`src/rtl/core/imfd_pkg.sv`:
```
// Shared types, constants and helpers for the IMU frame parser / fall detector.
// No dependencies; every other file imports this package.
package imfd_pkg;

    localparam int FRAME_LEN   = 11;              // bytes per frame, checksum last
    localparam int IDX_W       = 4;               // byte counter width
    localparam int PAY_FIRST   = 2;               // first payload byte in the frame
    localparam int PAY_BYTES   = 8;               // four 16-bit words
    localparam int PAY_IDX_W   = $clog2(PAY_BYTES);
    localparam int QUEUE_DEPTH = 2;
    localparam int QPTR_W      = $clog2(QUEUE_DEPTH);
    localparam int QCNT_W      = $clog2(QUEUE_DEPTH + 1);
    localparam int PADDR_W     = 5;
    localparam int PDATA_W     = 32;
    localparam int CNT_W       = 8;

    typedef logic        [7:0]  t_byte;
    typedef logic signed [15:0] t_word;
    typedef logic [CNT_W-1:0]   t_count;

    localparam t_byte HDR_BYTE   = 8'h55;
    localparam t_byte TYPE_ACCEL = 8'h51;
    localparam t_byte TYPE_GYRO  = 8'h52;
    localparam t_byte TYPE_ANGLE = 8'h53;
    localparam t_byte TYPE_OTHER = 8'h55;

    localparam logic OP_BYTE  = 1'b0;
    localparam logic OP_TICK  = 1'b1;
    localparam logic RK_FRAME = 1'b0;
    localparam logic RK_LOST  = 1'b1;

    localparam logic [2:0] REG_PITCH_LOW  = 3'd0;
    localparam logic [2:0] REG_PITCH_HIGH = 3'd1;
    localparam logic [2:0] REG_ROLL_LOW   = 3'd2;
    localparam logic [2:0] REG_ROLL_HIGH  = 3'd3;
    localparam logic [2:0] REG_MIN_FRAMES = 3'd4;

    localparam t_word  RST_PITCH_LOW  = 16'sh8000;
    localparam t_word  RST_PITCH_HIGH = 16'sh7FFF;
    localparam t_word  RST_ROLL_LOW   = 16'sh8000;
    localparam t_word  RST_ROLL_HIGH  = 16'sh7FFF;
    localparam t_count RST_MIN_FRAMES = 8'd10;

    typedef enum logic [1:0] {
        PH_HUNT = 2'd0,
        PH_TYPE = 2'd1,
        PH_DATA = 2'd2
    } t_phase;

    typedef enum logic {
        EV_FRAME = 1'b0,
        EV_TICK  = 1'b1
    } t_ev_kind;

    typedef enum logic [2:0] {
        DIR_NONE  = 3'd0,
        DIR_BACK  = 3'd1,
        DIR_FWD   = 3'd2,
        DIR_RIGHT = 3'd3,
        DIR_LEFT  = 3'd4
    } t_fall;

    typedef struct packed {
        t_ev_kind kind;
        t_byte    frame_type;
        t_word    w0;
        t_word    w1;
        t_word    w2;
        t_word    w3;
    } t_event;

    typedef struct packed {
        t_word  pitch_low;
        t_word  pitch_high;
        t_word  roll_low;
        t_word  roll_high;
        t_count min_frames;
    } t_cfg;

    function automatic logic is_frame_type(input t_byte b);
        return (b == TYPE_ACCEL) || (b == TYPE_GYRO) ||
               (b == TYPE_ANGLE) || (b == TYPE_OTHER);
    endfunction

endpackage

```
`src/rtl/core/imfd_if.sv`:
```
// Valid/ready channel interfaces for the input items and the results.
// Depends on imfd_pkg.
interface imfd_in_if;
    import imfd_pkg::*;
    logic  valid;
    logic  ready;
    logic  operation;
    t_byte rx_byte;

    modport source (output valid, operation, rx_byte, input ready);
    modport sink   (input valid, operation, rx_byte, output ready);
endinterface

interface imfd_out_if;
    import imfd_pkg::*;
    logic       valid;
    logic       ready;
    logic       result_kind;
    t_byte      frame_type;
    t_word      value_x;
    t_word      value_y;
    t_word      value_z;
    t_word      fourth_word;
    logic [2:0] fall_direction;
    logic       link_lost;

    modport source (output valid, result_kind, frame_type, value_x, value_y, value_z,
                    fourth_word, fall_direction, link_lost, input ready);
    modport sink   (input valid, result_kind, frame_type, value_x, value_y, value_z,
                    fourth_word, fall_direction, link_lost, output ready);
endinterface

```
`src/rtl/core/imu_frame_parser_fall_detect_top.sv`:
```
// IMU serial frame parser with fall detection and link watchdog. One item (a received
// byte or a timer tick) is taken every clock cycle while ready is high; the result for
// an accepted item is written into the two-entry event queue and then passes into the
// result register behind it. Ready drops only while the event queue is full, i.e. when
// results are not being taken. Thresholds are written over the APB port.
// Depends on imfd_pkg, imfd_if, imfd_parser, imfd_queue and imfd_back.
module imu_frame_parser_fall_detect_top
    import imfd_pkg::*;
(
    input  logic               i_clk,
    input  logic               i_rst_n,
    imfd_in_if.sink            in_ch,
    imfd_out_if.source         out_ch,
    input  logic               psel,
    input  logic               penable,
    input  logic               pwrite,
    input  logic [PADDR_W-1:0] paddr,
    input  logic [PDATA_W-1:0] pwdata,
    output logic [PDATA_W-1:0] prdata,
    output logic               pready
);

    t_cfg       r_cfg;
    logic       w_wr;
    logic [2:0] w_reg;
    logic       w_push;
    t_event     w_push_ev;
    logic       w_full;
    logic       w_q_valid;
    t_event     w_head;
    logic       w_pop;

    assign pready = 1'b1;
    assign w_wr   = psel && penable && pwrite && pready;
    assign w_reg  = paddr[PADDR_W-1:2];

    always_ff @(posedge i_clk) begin
        if (!i_rst_n) begin
            r_cfg.pitch_low  <= RST_PITCH_LOW;
            r_cfg.pitch_high <= RST_PITCH_HIGH;
            r_cfg.roll_low   <= RST_ROLL_LOW;
            r_cfg.roll_high  <= RST_ROLL_HIGH;
            r_cfg.min_frames <= RST_MIN_FRAMES;
        end else if (w_wr) begin
            unique case (w_reg)
                REG_PITCH_LOW:  r_cfg.pitch_low  <= pwdata[15:0];
                REG_PITCH_HIGH: r_cfg.pitch_high <= pwdata[15:0];
                REG_ROLL_LOW:   r_cfg.roll_low   <= pwdata[15:0];
                REG_ROLL_HIGH:  r_cfg.roll_high  <= pwdata[15:0];
                REG_MIN_FRAMES: r_cfg.min_frames <= pwdata[CNT_W-1:0];
                default: ;
            endcase
        end
    end

    always_comb begin
        unique case (w_reg)
            REG_PITCH_LOW:  prdata = {16'd0, r_cfg.pitch_low};
            REG_PITCH_HIGH: prdata = {16'd0, r_cfg.pitch_high};
            REG_ROLL_LOW:   prdata = {16'd0, r_cfg.roll_low};
            REG_ROLL_HIGH:  prdata = {16'd0, r_cfg.roll_high};
            REG_MIN_FRAMES: prdata = {{(PDATA_W-CNT_W){1'b0}}, r_cfg.min_frames};
            default:        prdata = '0;
        endcase
    end

    imfd_parser u_parser (
        .i_clk       (i_clk),
        .i_rst_n     (i_rst_n),
        .i_valid     (in_ch.valid),
        .i_operation (in_ch.operation),
        .i_rx_byte   (in_ch.rx_byte),
        .i_full      (w_full),
        .o_ready     (in_ch.ready),
        .o_push      (w_push),
        .o_event     (w_push_ev)
    );

    imfd_queue u_queue (
        .i_clk   (i_clk),
        .i_rst_n (i_rst_n),
        .i_push  (w_push),
        .i_data  (w_push_ev),
        .i_pop   (w_pop),
        .o_full  (w_full),
        .o_valid (w_q_valid),
        .o_head  (w_head)
    );

    imfd_back u_back (
        .i_clk            (i_clk),
        .i_rst_n          (i_rst_n),
        .i_cfg            (r_cfg),
        .i_ev_valid       (w_q_valid),
        .i_event          (w_head),
        .o_pop            (w_pop),
        .i_out_ready      (out_ch.ready),
        .o_valid          (out_ch.valid),
        .o_result_kind    (out_ch.result_kind),
        .o_frame_type     (out_ch.frame_type),
        .o_value_x        (out_ch.value_x),
        .o_value_y        (out_ch.value_y),
        .o_value_z        (out_ch.value_z),
        .o_fourth_word    (out_ch.fourth_word),
        .o_fall_direction (out_ch.fall_direction),
        .o_link_lost      (out_ch.link_lost)
    );

endmodule

```
`src/rtl/core/imfd_parser.sv`:
```
// Front end: byte-level frame parser; turns good frames and ticks into events.
// Depends on imfd_pkg.
module imfd_parser
    import imfd_pkg::*;
(
    input  logic   i_clk,
    input  logic   i_rst_n,
    input  logic   i_valid,
    input  logic   i_operation,
    input  t_byte  i_rx_byte,
    input  logic   i_full,
    output logic   o_ready,
    output logic   o_push,
    output t_event o_event
);

    t_phase               r_phase, n_phase;
    logic [IDX_W-1:0]     r_idx, n_idx;
    t_byte                r_sum, n_sum;
    t_byte                r_type;
    t_byte                r_payload [PAY_BYTES];

    logic                 w_take;
    logic                 w_byte;
    logic                 w_last;
    logic [IDX_W-1:0]     w_pay_off;

    assign o_ready   = !i_full;
    assign w_take    = i_valid && o_ready;
    assign w_byte    = w_take && (i_operation == OP_BYTE);
    assign w_last    = (r_idx == IDX_W'(FRAME_LEN - 1));
    assign w_pay_off = r_idx - IDX_W'(PAY_FIRST);

    // next state
    always_comb begin
        n_phase = r_phase;
        n_idx   = r_idx;
        n_sum   = r_sum;
        if (w_byte) begin
            unique case (r_phase)
                PH_TYPE: begin
                    if (is_frame_type(i_rx_byte)) begin
                        n_phase = PH_DATA;
                        n_idx   = IDX_W'(PAY_FIRST);
                        n_sum   = r_sum + i_rx_byte;
                    end else begin
                        n_phase = PH_HUNT;
                    end
                end
                PH_DATA: begin
                    if (w_last) begin
                        n_phase = PH_HUNT;
                        n_idx   = '0;
                    end else begin
                        n_idx = r_idx + IDX_W'(1);
                        n_sum = r_sum + i_rx_byte;
                    end
                end
                default: begin
                    // hunting, and the unused code
                    if (i_rx_byte == HDR_BYTE) begin
                        n_phase = PH_TYPE;
                        n_idx   = IDX_W'(1);
                        n_sum   = i_rx_byte;
                    end else begin
                        n_phase = PH_HUNT;
                    end
                end
            endcase
        end
    end

    // outputs
    always_comb begin
        o_push             = 1'b0;
        o_event.kind       = EV_TICK;
        o_event.frame_type = r_type;
        o_event.w0         = {r_payload[1], r_payload[0]};
        o_event.w1         = {r_payload[3], r_payload[2]};
        o_event.w2         = {r_payload[5], r_payload[4]};
        o_event.w3         = {r_payload[7], r_payload[6]};
        if (w_take) begin
            if (i_operation == OP_TICK) begin
                o_push = 1'b1;
            end else if (r_phase == PH_DATA && w_last && i_rx_byte == r_sum) begin
                o_push       = 1'b1;
                o_event.kind = EV_FRAME;
            end
        end
    end

    always_ff @(posedge i_clk) begin
        if (!i_rst_n) begin
            r_phase <= PH_HUNT;
            r_idx   <= '0;
            r_sum   <= '0;
        end else begin
            r_phase <= n_phase;
            r_idx   <= n_idx;
            r_sum   <= n_sum;
        end
    end

    always_ff @(posedge i_clk) begin
        if (w_byte && r_phase == PH_TYPE) begin
            r_type <= i_rx_byte;
        end
        if (w_byte && r_phase == PH_DATA && !w_last &&
            r_idx < IDX_W'(PAY_FIRST + PAY_BYTES)) begin
            r_payload[w_pay_off[PAY_IDX_W-1:0]] <= i_rx_byte;
        end
    end

endmodule

```
`src/rtl/core/imfd_queue.sv`:
```
// Short event queue between the parser and the back end.
// Depends on imfd_pkg.
module imfd_queue
    import imfd_pkg::*;
(
    input  logic   i_clk,
    input  logic   i_rst_n,
    input  logic   i_push,
    input  t_event i_data,
    input  logic   i_pop,
    output logic   o_full,
    output logic   o_valid,
    output t_event o_head
);

    t_event              r_mem [QUEUE_DEPTH];
    logic [QPTR_W-1:0]   r_wptr, r_rptr;
    logic [QCNT_W-1:0]   r_count;
    logic                w_pop;

    assign o_full  = (r_count == QCNT_W'(QUEUE_DEPTH));
    assign o_valid = (r_count != '0);
    assign o_head  = r_mem[r_rptr];
    assign w_pop   = i_pop && o_valid;

    always_ff @(posedge i_clk) begin
        if (!i_rst_n) begin
            r_wptr  <= '0;
            r_rptr  <= '0;
            r_count <= '0;
        end else begin
            if (i_push) begin
                r_wptr <= (r_wptr == QPTR_W'(QUEUE_DEPTH - 1)) ? '0 : r_wptr + QPTR_W'(1);
            end
            if (w_pop) begin
                r_rptr <= (r_rptr == QPTR_W'(QUEUE_DEPTH - 1)) ? '0 : r_rptr + QPTR_W'(1);
            end
            if (i_push && !w_pop) begin
                r_count <= r_count + QCNT_W'(1);
            end else if (w_pop && !i_push) begin
                r_count <= r_count - QCNT_W'(1);
            end
        end
    end

    always_ff @(posedge i_clk) begin
        if (i_push) begin
            r_mem[r_wptr] <= i_data;
        end
    end

endmodule

```
`src/rtl/core/imfd_back.sv`:
```
// Back end: link watchdog, fall decision and the result register.
// Depends on imfd_pkg.
module imfd_back
    import imfd_pkg::*;
(
    input  logic       i_clk,
    input  logic       i_rst_n,
    input  t_cfg       i_cfg,
    input  logic       i_ev_valid,
    input  t_event     i_event,
    output logic       o_pop,
    input  logic       i_out_ready,
    output logic       o_valid,
    output logic       o_result_kind,
    output t_byte      o_frame_type,
    output t_word      o_value_x,
    output t_word      o_value_y,
    output t_word      o_value_z,
    output t_word      o_fourth_word,
    output logic [2:0] o_fall_direction,
    output logic       o_link_lost
);

    logic   r_connected;
    t_count r_count;
    t_fall  r_fall;
    logic   r_valid;
    logic   r_kind;
    t_byte  r_type;
    t_word  r_w0, r_w1, r_w2, r_w3;
    t_fall  r_dir_out;
    logic   r_lost;

    logic   w_slot;
    logic   w_do;
    logic   w_emit;
    logic   w_is_frame;
    logic   w_lost;
    t_fall  w_dir;
    t_fall  w_new_fall;

    assign w_slot     = !r_valid || i_out_ready;
    assign w_do       = i_ev_valid && w_slot;
    assign o_pop      = w_do;
    assign w_is_frame = (i_event.kind == EV_FRAME);
    assign w_lost     = r_connected && (r_count < i_cfg.min_frames);
    assign w_emit     = w_is_frame || w_lost;

    // roll out of range overrides the pitch result
    always_comb begin
        w_dir = DIR_NONE;
        if (i_event.w1 < i_cfg.pitch_low) begin
            w_dir = DIR_BACK;
        end else if (i_event.w1 > i_cfg.pitch_high) begin
            w_dir = DIR_FWD;
        end
        if (i_event.w0 < i_cfg.roll_low) begin
            w_dir = DIR_RIGHT;
        end else if (i_event.w0 > i_cfg.roll_high) begin
            w_dir = DIR_LEFT;
        end
    end

    assign w_new_fall = (i_event.frame_type == TYPE_ANGLE) ? w_dir : r_fall;

    always_ff @(posedge i_clk) begin
        if (!i_rst_n) begin
            r_connected <= 1'b0;
            r_count     <= '0;
            r_fall      <= DIR_NONE;
            r_valid     <= 1'b0;
        end else begin
            if (w_slot) begin
                r_valid <= w_do && w_emit;
            end
            if (w_do) begin
                if (w_is_frame) begin
                    r_connected <= 1'b1;
                    r_fall      <= w_new_fall;
                    if (r_count != '1) begin
                        r_count <= r_count + CNT_W'(1);
                    end
                end else if (r_connected) begin
                    r_count <= '0;
                end
            end
        end
    end

    always_ff @(posedge i_clk) begin
        if (w_do && w_emit) begin
            if (w_is_frame) begin
                r_kind    <= RK_FRAME;
                r_type    <= i_event.frame_type;
                r_w0      <= i_event.w0;
                r_w1      <= i_event.w1;
                r_w2      <= i_event.w2;
                r_w3      <= i_event.w3;
                r_dir_out <= w_new_fall;
                r_lost    <= 1'b0;
            end else begin
                r_kind    <= RK_LOST;
                r_type    <= '0;
                r_w0      <= '0;
                r_w1      <= '0;
                r_w2      <= '0;
                r_w3      <= '0;
                r_dir_out <= DIR_NONE;
                r_lost    <= 1'b1;
            end
        end
    end

    assign o_valid          = r_valid;
    assign o_result_kind    = r_kind;
    assign o_frame_type     = r_type;
    assign o_value_x        = r_w0;
    assign o_value_y        = r_w1;
    assign o_value_z        = r_w2;
    assign o_fourth_word    = r_w3;
    assign o_fall_direction = r_dir_out;
    assign o_link_lost      = r_lost;

endmodule

```
`src/flat_wrapper.sv`:
```
// flat-port wrapper written by rule: the top's interface ports become plain ports
module imu_frame_parser_fall_detect_top_flat import imfd_pkg::*;
  (i_clk, i_rst_n, psel, penable, pwrite, paddr, pwdata, prdata, pready, in_ch_valid, in_ch_operation, in_ch_rx_byte, in_ch_ready, out_ch_valid, out_ch_result_kind, out_ch_frame_type, out_ch_value_x, out_ch_value_y, out_ch_value_z, out_ch_fourth_word, out_ch_fall_direction, out_ch_link_lost, out_ch_ready);
  imfd_in_if in_ch_i ();
  imfd_out_if out_ch_i ();
  input  logic i_clk;
  input  logic i_rst_n;
  input  logic psel;
  input  logic penable;
  input  logic pwrite;
  input  logic [PADDR_W-1:0] paddr;
  input  logic [PDATA_W-1:0] pwdata;
  output logic [PDATA_W-1:0] prdata;
  output logic pready;
  input wire logic [$bits(in_ch_i.valid)-1:0] in_ch_valid;
  input wire logic [$bits(in_ch_i.operation)-1:0] in_ch_operation;
  input wire logic [$bits(in_ch_i.rx_byte)-1:0] in_ch_rx_byte;
  output wire logic [$bits(in_ch_i.ready)-1:0] in_ch_ready;
  output wire logic [$bits(out_ch_i.valid)-1:0] out_ch_valid;
  output wire logic [$bits(out_ch_i.result_kind)-1:0] out_ch_result_kind;
  output wire logic [$bits(out_ch_i.frame_type)-1:0] out_ch_frame_type;
  output wire logic [$bits(out_ch_i.value_x)-1:0] out_ch_value_x;
  output wire logic [$bits(out_ch_i.value_y)-1:0] out_ch_value_y;
  output wire logic [$bits(out_ch_i.value_z)-1:0] out_ch_value_z;
  output wire logic [$bits(out_ch_i.fourth_word)-1:0] out_ch_fourth_word;
  output wire logic [$bits(out_ch_i.fall_direction)-1:0] out_ch_fall_direction;
  output wire logic [$bits(out_ch_i.link_lost)-1:0] out_ch_link_lost;
  input wire logic [$bits(out_ch_i.ready)-1:0] out_ch_ready;
  assign in_ch_i.valid = in_ch_valid;
  assign in_ch_i.operation = in_ch_operation;
  assign in_ch_i.rx_byte = in_ch_rx_byte;
  assign in_ch_ready = in_ch_i.ready;
  assign out_ch_valid = out_ch_i.valid;
  assign out_ch_result_kind = out_ch_i.result_kind;
  assign out_ch_frame_type = out_ch_i.frame_type;
  assign out_ch_value_x = out_ch_i.value_x;
  assign out_ch_value_y = out_ch_i.value_y;
  assign out_ch_value_z = out_ch_i.value_z;
  assign out_ch_fourth_word = out_ch_i.fourth_word;
  assign out_ch_fall_direction = out_ch_i.fall_direction;
  assign out_ch_link_lost = out_ch_i.link_lost;
  assign out_ch_i.ready = out_ch_ready;
  imu_frame_parser_fall_detect_top u_core (.i_clk(i_clk), .i_rst_n(i_rst_n), .in_ch(in_ch_i), .out_ch(out_ch_i), .psel(psel), .penable(penable), .pwrite(pwrite), .paddr(paddr), .pwdata(pwdata), .prdata(prdata), .pready(pready));
endmodule
```
`config.mk`:
```
export PLATFORM = sky130hd
export DESIGN_NAME = imu_frame_parser_fall_detect_top_flat
export DESIGN_NICKNAME = d
export VERILOG_FILES = /design/src/rtl/core/imfd_pkg.sv /design/src/rtl/core/imfd_if.sv /design/src/rtl/core/imu_frame_parser_fall_detect_top.sv /design/src/rtl/core/imfd_parser.sv /design/src/rtl/core/imfd_queue.sv /design/src/rtl/core/imfd_back.sv /design/src/flat_wrapper.sv
export SDC_FILE = /design/constraint.sdc
export NUM_CORES = 1
export LEC_CHECK = 0
export ABC_AREA = 0
export BUFFER_PORTS_ARGS = -buffer_cell sky130_fd_sc_hd__buf_2
export CORE_ASPECT_RATIO = 1.2
export CORE_UTILIZATION = 30
export CTS_BUF_LIST = sky130_fd_sc_hd__clkbuf_4
export DETAILED_ROUTE_END_ITERATION = 6
export SYNTH_ARGS = -nofsm -noshare
export SYNTH_HDL_FRONTEND = slang
export SYNTH_SLANG_ARGS = --single-unit
```
`constraint.sdc`:
```
create_clock -name i_clk -period 8.6 [get_ports i_clk]
set_input_delay 0.43 -clock i_clk [delete_from_list [all_inputs] [get_ports i_clk]]
set_output_delay 0.43 -clock i_clk [all_outputs]
set_load 0.005 [all_outputs]
```
==> results.json <==
{
  "outcome": "finished, violations left",
  "violations": "DRC",
  "cp.required_ps": 9100,
  "ir_worst_vdd_mv": 0.0858,
  "tns_ps": 0,
  "post_drt_wl_per_cell_um": 18.1,
  "whs_path_depth": 1,
  "final_antenna_net_count": 0,
  "yosysSeqAreaShare": 0.638,
  "synth_ff_type": "edfxtp_1",
  "synth_edf_count": 294,
  "fin_cells": 2326,
  "postSynthAreaPerCell_um2": 12.9,
  "cts_root_buf": "clkbuf_4",
  "fin_util": 0.355,
  "grt_first_pass_wirelength_um": 64100,
  "hpwl_um": 27700,
  "clk_latency_ps": 800,
  "io_pins": 165,
  "critPathTopFamily": "compound AO/OA/AOI/OAI gates",
  "drt_iter0_drc": 685,
  "endpoint_kind": "register",
  "period_minus_slack_ps": 4030,
  "cts_buffer_depth": 3,
  "portBuffers": 129,
  "finalSetupViolCount": 0,
  "fin_ws_ps": 4570,
  "cp_num_buf_inv": 1,
  "yosysUniqueCellTypes": 68,
  "finalHoldViolCount": 0,
  "multi_input_area_um2": 5610,
  "dp_slack_ps": 4610,
  "p_leak_nw": 7.53,
  "yosysWarnings": 0,
  "hold_start": "in_ch_rx_byte[7]",
  "routed_via_density": 4.67,
  "slew_viol_final": 0,
  "grt_max_degree": 103,
  "cp_max_fo": 48,
  "slowest_stage": "dfxtp_4",
  "area_delta_synth_final_pct": 16.6,
  "layout_common_cells": "edfxtp_1 (294), clkbuf_4 (148), nand2_1 (143)",
  "maxCapViolations": 0,
  "vias": 10866,
  "htree_num_levels": 3,
  "dp.cells": 2134,
  "drcViolationCount": 16,
  "mostFrequentLayoutCell": "edfxtp_1",
  "cts_sinks": 398,
  "async_reset_ff_frac": 0,
  "cts_tree": "yes",
  "grt_overflow": 0,
  "finalNetCount": 1657,
  "start_util": 0.304,
  "ff2ff_path_depth": 10,
  "clk_pin_slew_worst_paths_ps": 70,
  "synthCells": 1324,
  "min-delay-path-class": "primary input to register",
  "synth-seq-cells": 398,
  "max_freq_ghz": 0.248,
  "regArea_um2": 10900,
  "path_class": "register to register",
  "die_x_um": 220,
  "crit_chain": "buf_4, mux2_2, ha_1, nor2b_1, o211ai_1, a21o_1, a31oi_1, nor3b_1, o41a_1, o22ai_2",
  "design_area_um2": 19900,
  "relSlewSlack": 0.204,
  "core_um2": 56200,
  "drive_gt1_frac": 0.222,
  "cp.depth": 10,
  "die_area_um2": 58000,
  "antenna_found_initial": 3,
  "finalWirelength_um": 42000,
  "grt_usage": 0.147,
  "crit_arrival_ps": 4530,
  "crit_path_start_kind": "register",
  "placed_area_um2": 18500,
  "grt_pass1_vias": 11162,
  "rsz0062_at_grt": "no",
  "skew_ps": 63.2,
  "synth_area_um2": 17100,
  "cts_resized": 0,
  "die_h_um": 264,
  "slowest_delay_ps": 830,
  "nFillCells": 5497,
  "power.density_nw_per_um2": 217,
  "rows": 95,
  "drt_pass1_iterations": 7,
  "cts_buffers": 94,
  "tightest_slew_ps": 1190,
  "finalCritPeriodShare": 0.468,
  "gp_congestion": 0.851
}
## logic make-up (layout without fill, tap and decap cells)
kind of cell             Yosys count  in the layout  share of synthesized area
XOR/XNOR                          11             11                    0.00563
multiplexers                      96             96                     0.0643
AND/OR/NAND/NOR                  371            371                      0.105
other                              2             18                   0.000439
flip-flops                       398            398                      0.638
buffers and inverters            154            413                     0.0391
adder cells (fa/ha/maj)           83             83                     0.0612
AO/OA/AOI/OAI                    209            209                     0.0861
## through the flow
step | total power [mW] | hold slack, ps
global route | 4.55 | 25.6
detailed placement | 2.79 | 429
global placement | 2.77 | 422
CTS | 4.40 | 1.63
finish | 4.33 | 89.1
floorplan | 2.59 | 421
## sequential cells by signal (all words and copies together) (netlist names), 3 cells and up, named ones only
register,flops
u_core.u_queue.r_mem,146
u_core.r_cfg,72
u_core.u_parser.r_payload,64
u_core.u_back.o_fourth_word,16
u_core.u_back.o_value_x,16
u_core.u_back.o_value_y,16
u_core.u_back.o_value_z,16
u_core.u_back.o_frame_type,8
u_core.u_back.r_count,8
u_core.u_parser.r_sum,8
u_core.u_parser.r_type,8
u_core.u_parser.r_idx,4
u_core.u_back.o_fall_direction,3
u_core.u_back.r_fall,3
## per-layer routing
layer	track usage	routed length (um)	vias to the layer above
met5	0	8	-
met4	0.0636	1080	2
met3	0.0341	2400	50
met2	0.252	21300	270
met1	0.172	17300	5291
li1	-	-	5253
## report_power, final
part           internal [mW]  leakage (nW)  switching, mW
registers               2.13          3.53         0.0558
logic                  0.227          3.24          0.324
clock network          0.847         0.765          0.747
total                   3.21          7.53           1.13
## path summary, 6_finish.rpt
| kind | to | slack (ps) |
|---|---|---|
| worst max-delay path | u_core.u_back.o_fall_direction[1] | 4570 |
| worst min-delay path | u_core.u_parser.r_payload[2][7] | 90 |
| worst max register to register | u_core.u_back.o_fall_direction[1] | 4570 |
| worst min register to register | u_core.u_queue.r_mem[0][37] | 430 |
## final cells by class
class | count | share of cell area
multi-input cells | 787 | 0.281
clock inverters | 25 | 0.00884
clock buffers | 148 | 0.0557
inverters | 81 | 0.0152
well taps | 727 | 0.0456
repair buffers | 159 | 0.0459
flip-flops and latches | 398 | 0.547
diodes | 1 | 0.000125
## synthesized netlist by cell type (all sizes together) (31+ instances only)
| cell | number | share of area |
|---|---|---|
| edfxtp | 294 | 0.52 |
| nand2 | 143 | 0.031 |
| dfxtp | 104 | 0.12 |
| ha | 82 | 0.060 |
| inv | 81 | 0.018 |
| nor2 | 78 | 0.017 |
| mux2i | 57 | 0.033 |
| and2 | 37 | 0.014 |
| clkbuf | 37 | 0.0081 |
| buf | 36 | 0.013 |
| o211ai | 36 | 0.016 |
| a21boi | 35 | 0.015 |
| nor2b | 35 | 0.013 |
| a21oi | 31 | 0.0093 |
| mux2 | 31 | 0.020 |
## timing repair
item	4_1_cts	5_1_grt
endpoints found under the hold margin	76	0
buffers inserted	0	0
hold buffers	18	0
endpoints found under the setup margin	0	0
## worst register-to-register path, stage by stage (launching register included)
cell and delay [ps]:
dfxtp_4 830, buf_4 620, mux2_2 480, ha_1 320, nor2b_1 140, o211ai_1 170, a21o_1 170, a31oi_1 90
nor3b_1 480, o41a_1 350, o22ai_2 110
Note: power is estimated with default switching activity, not from simulation.
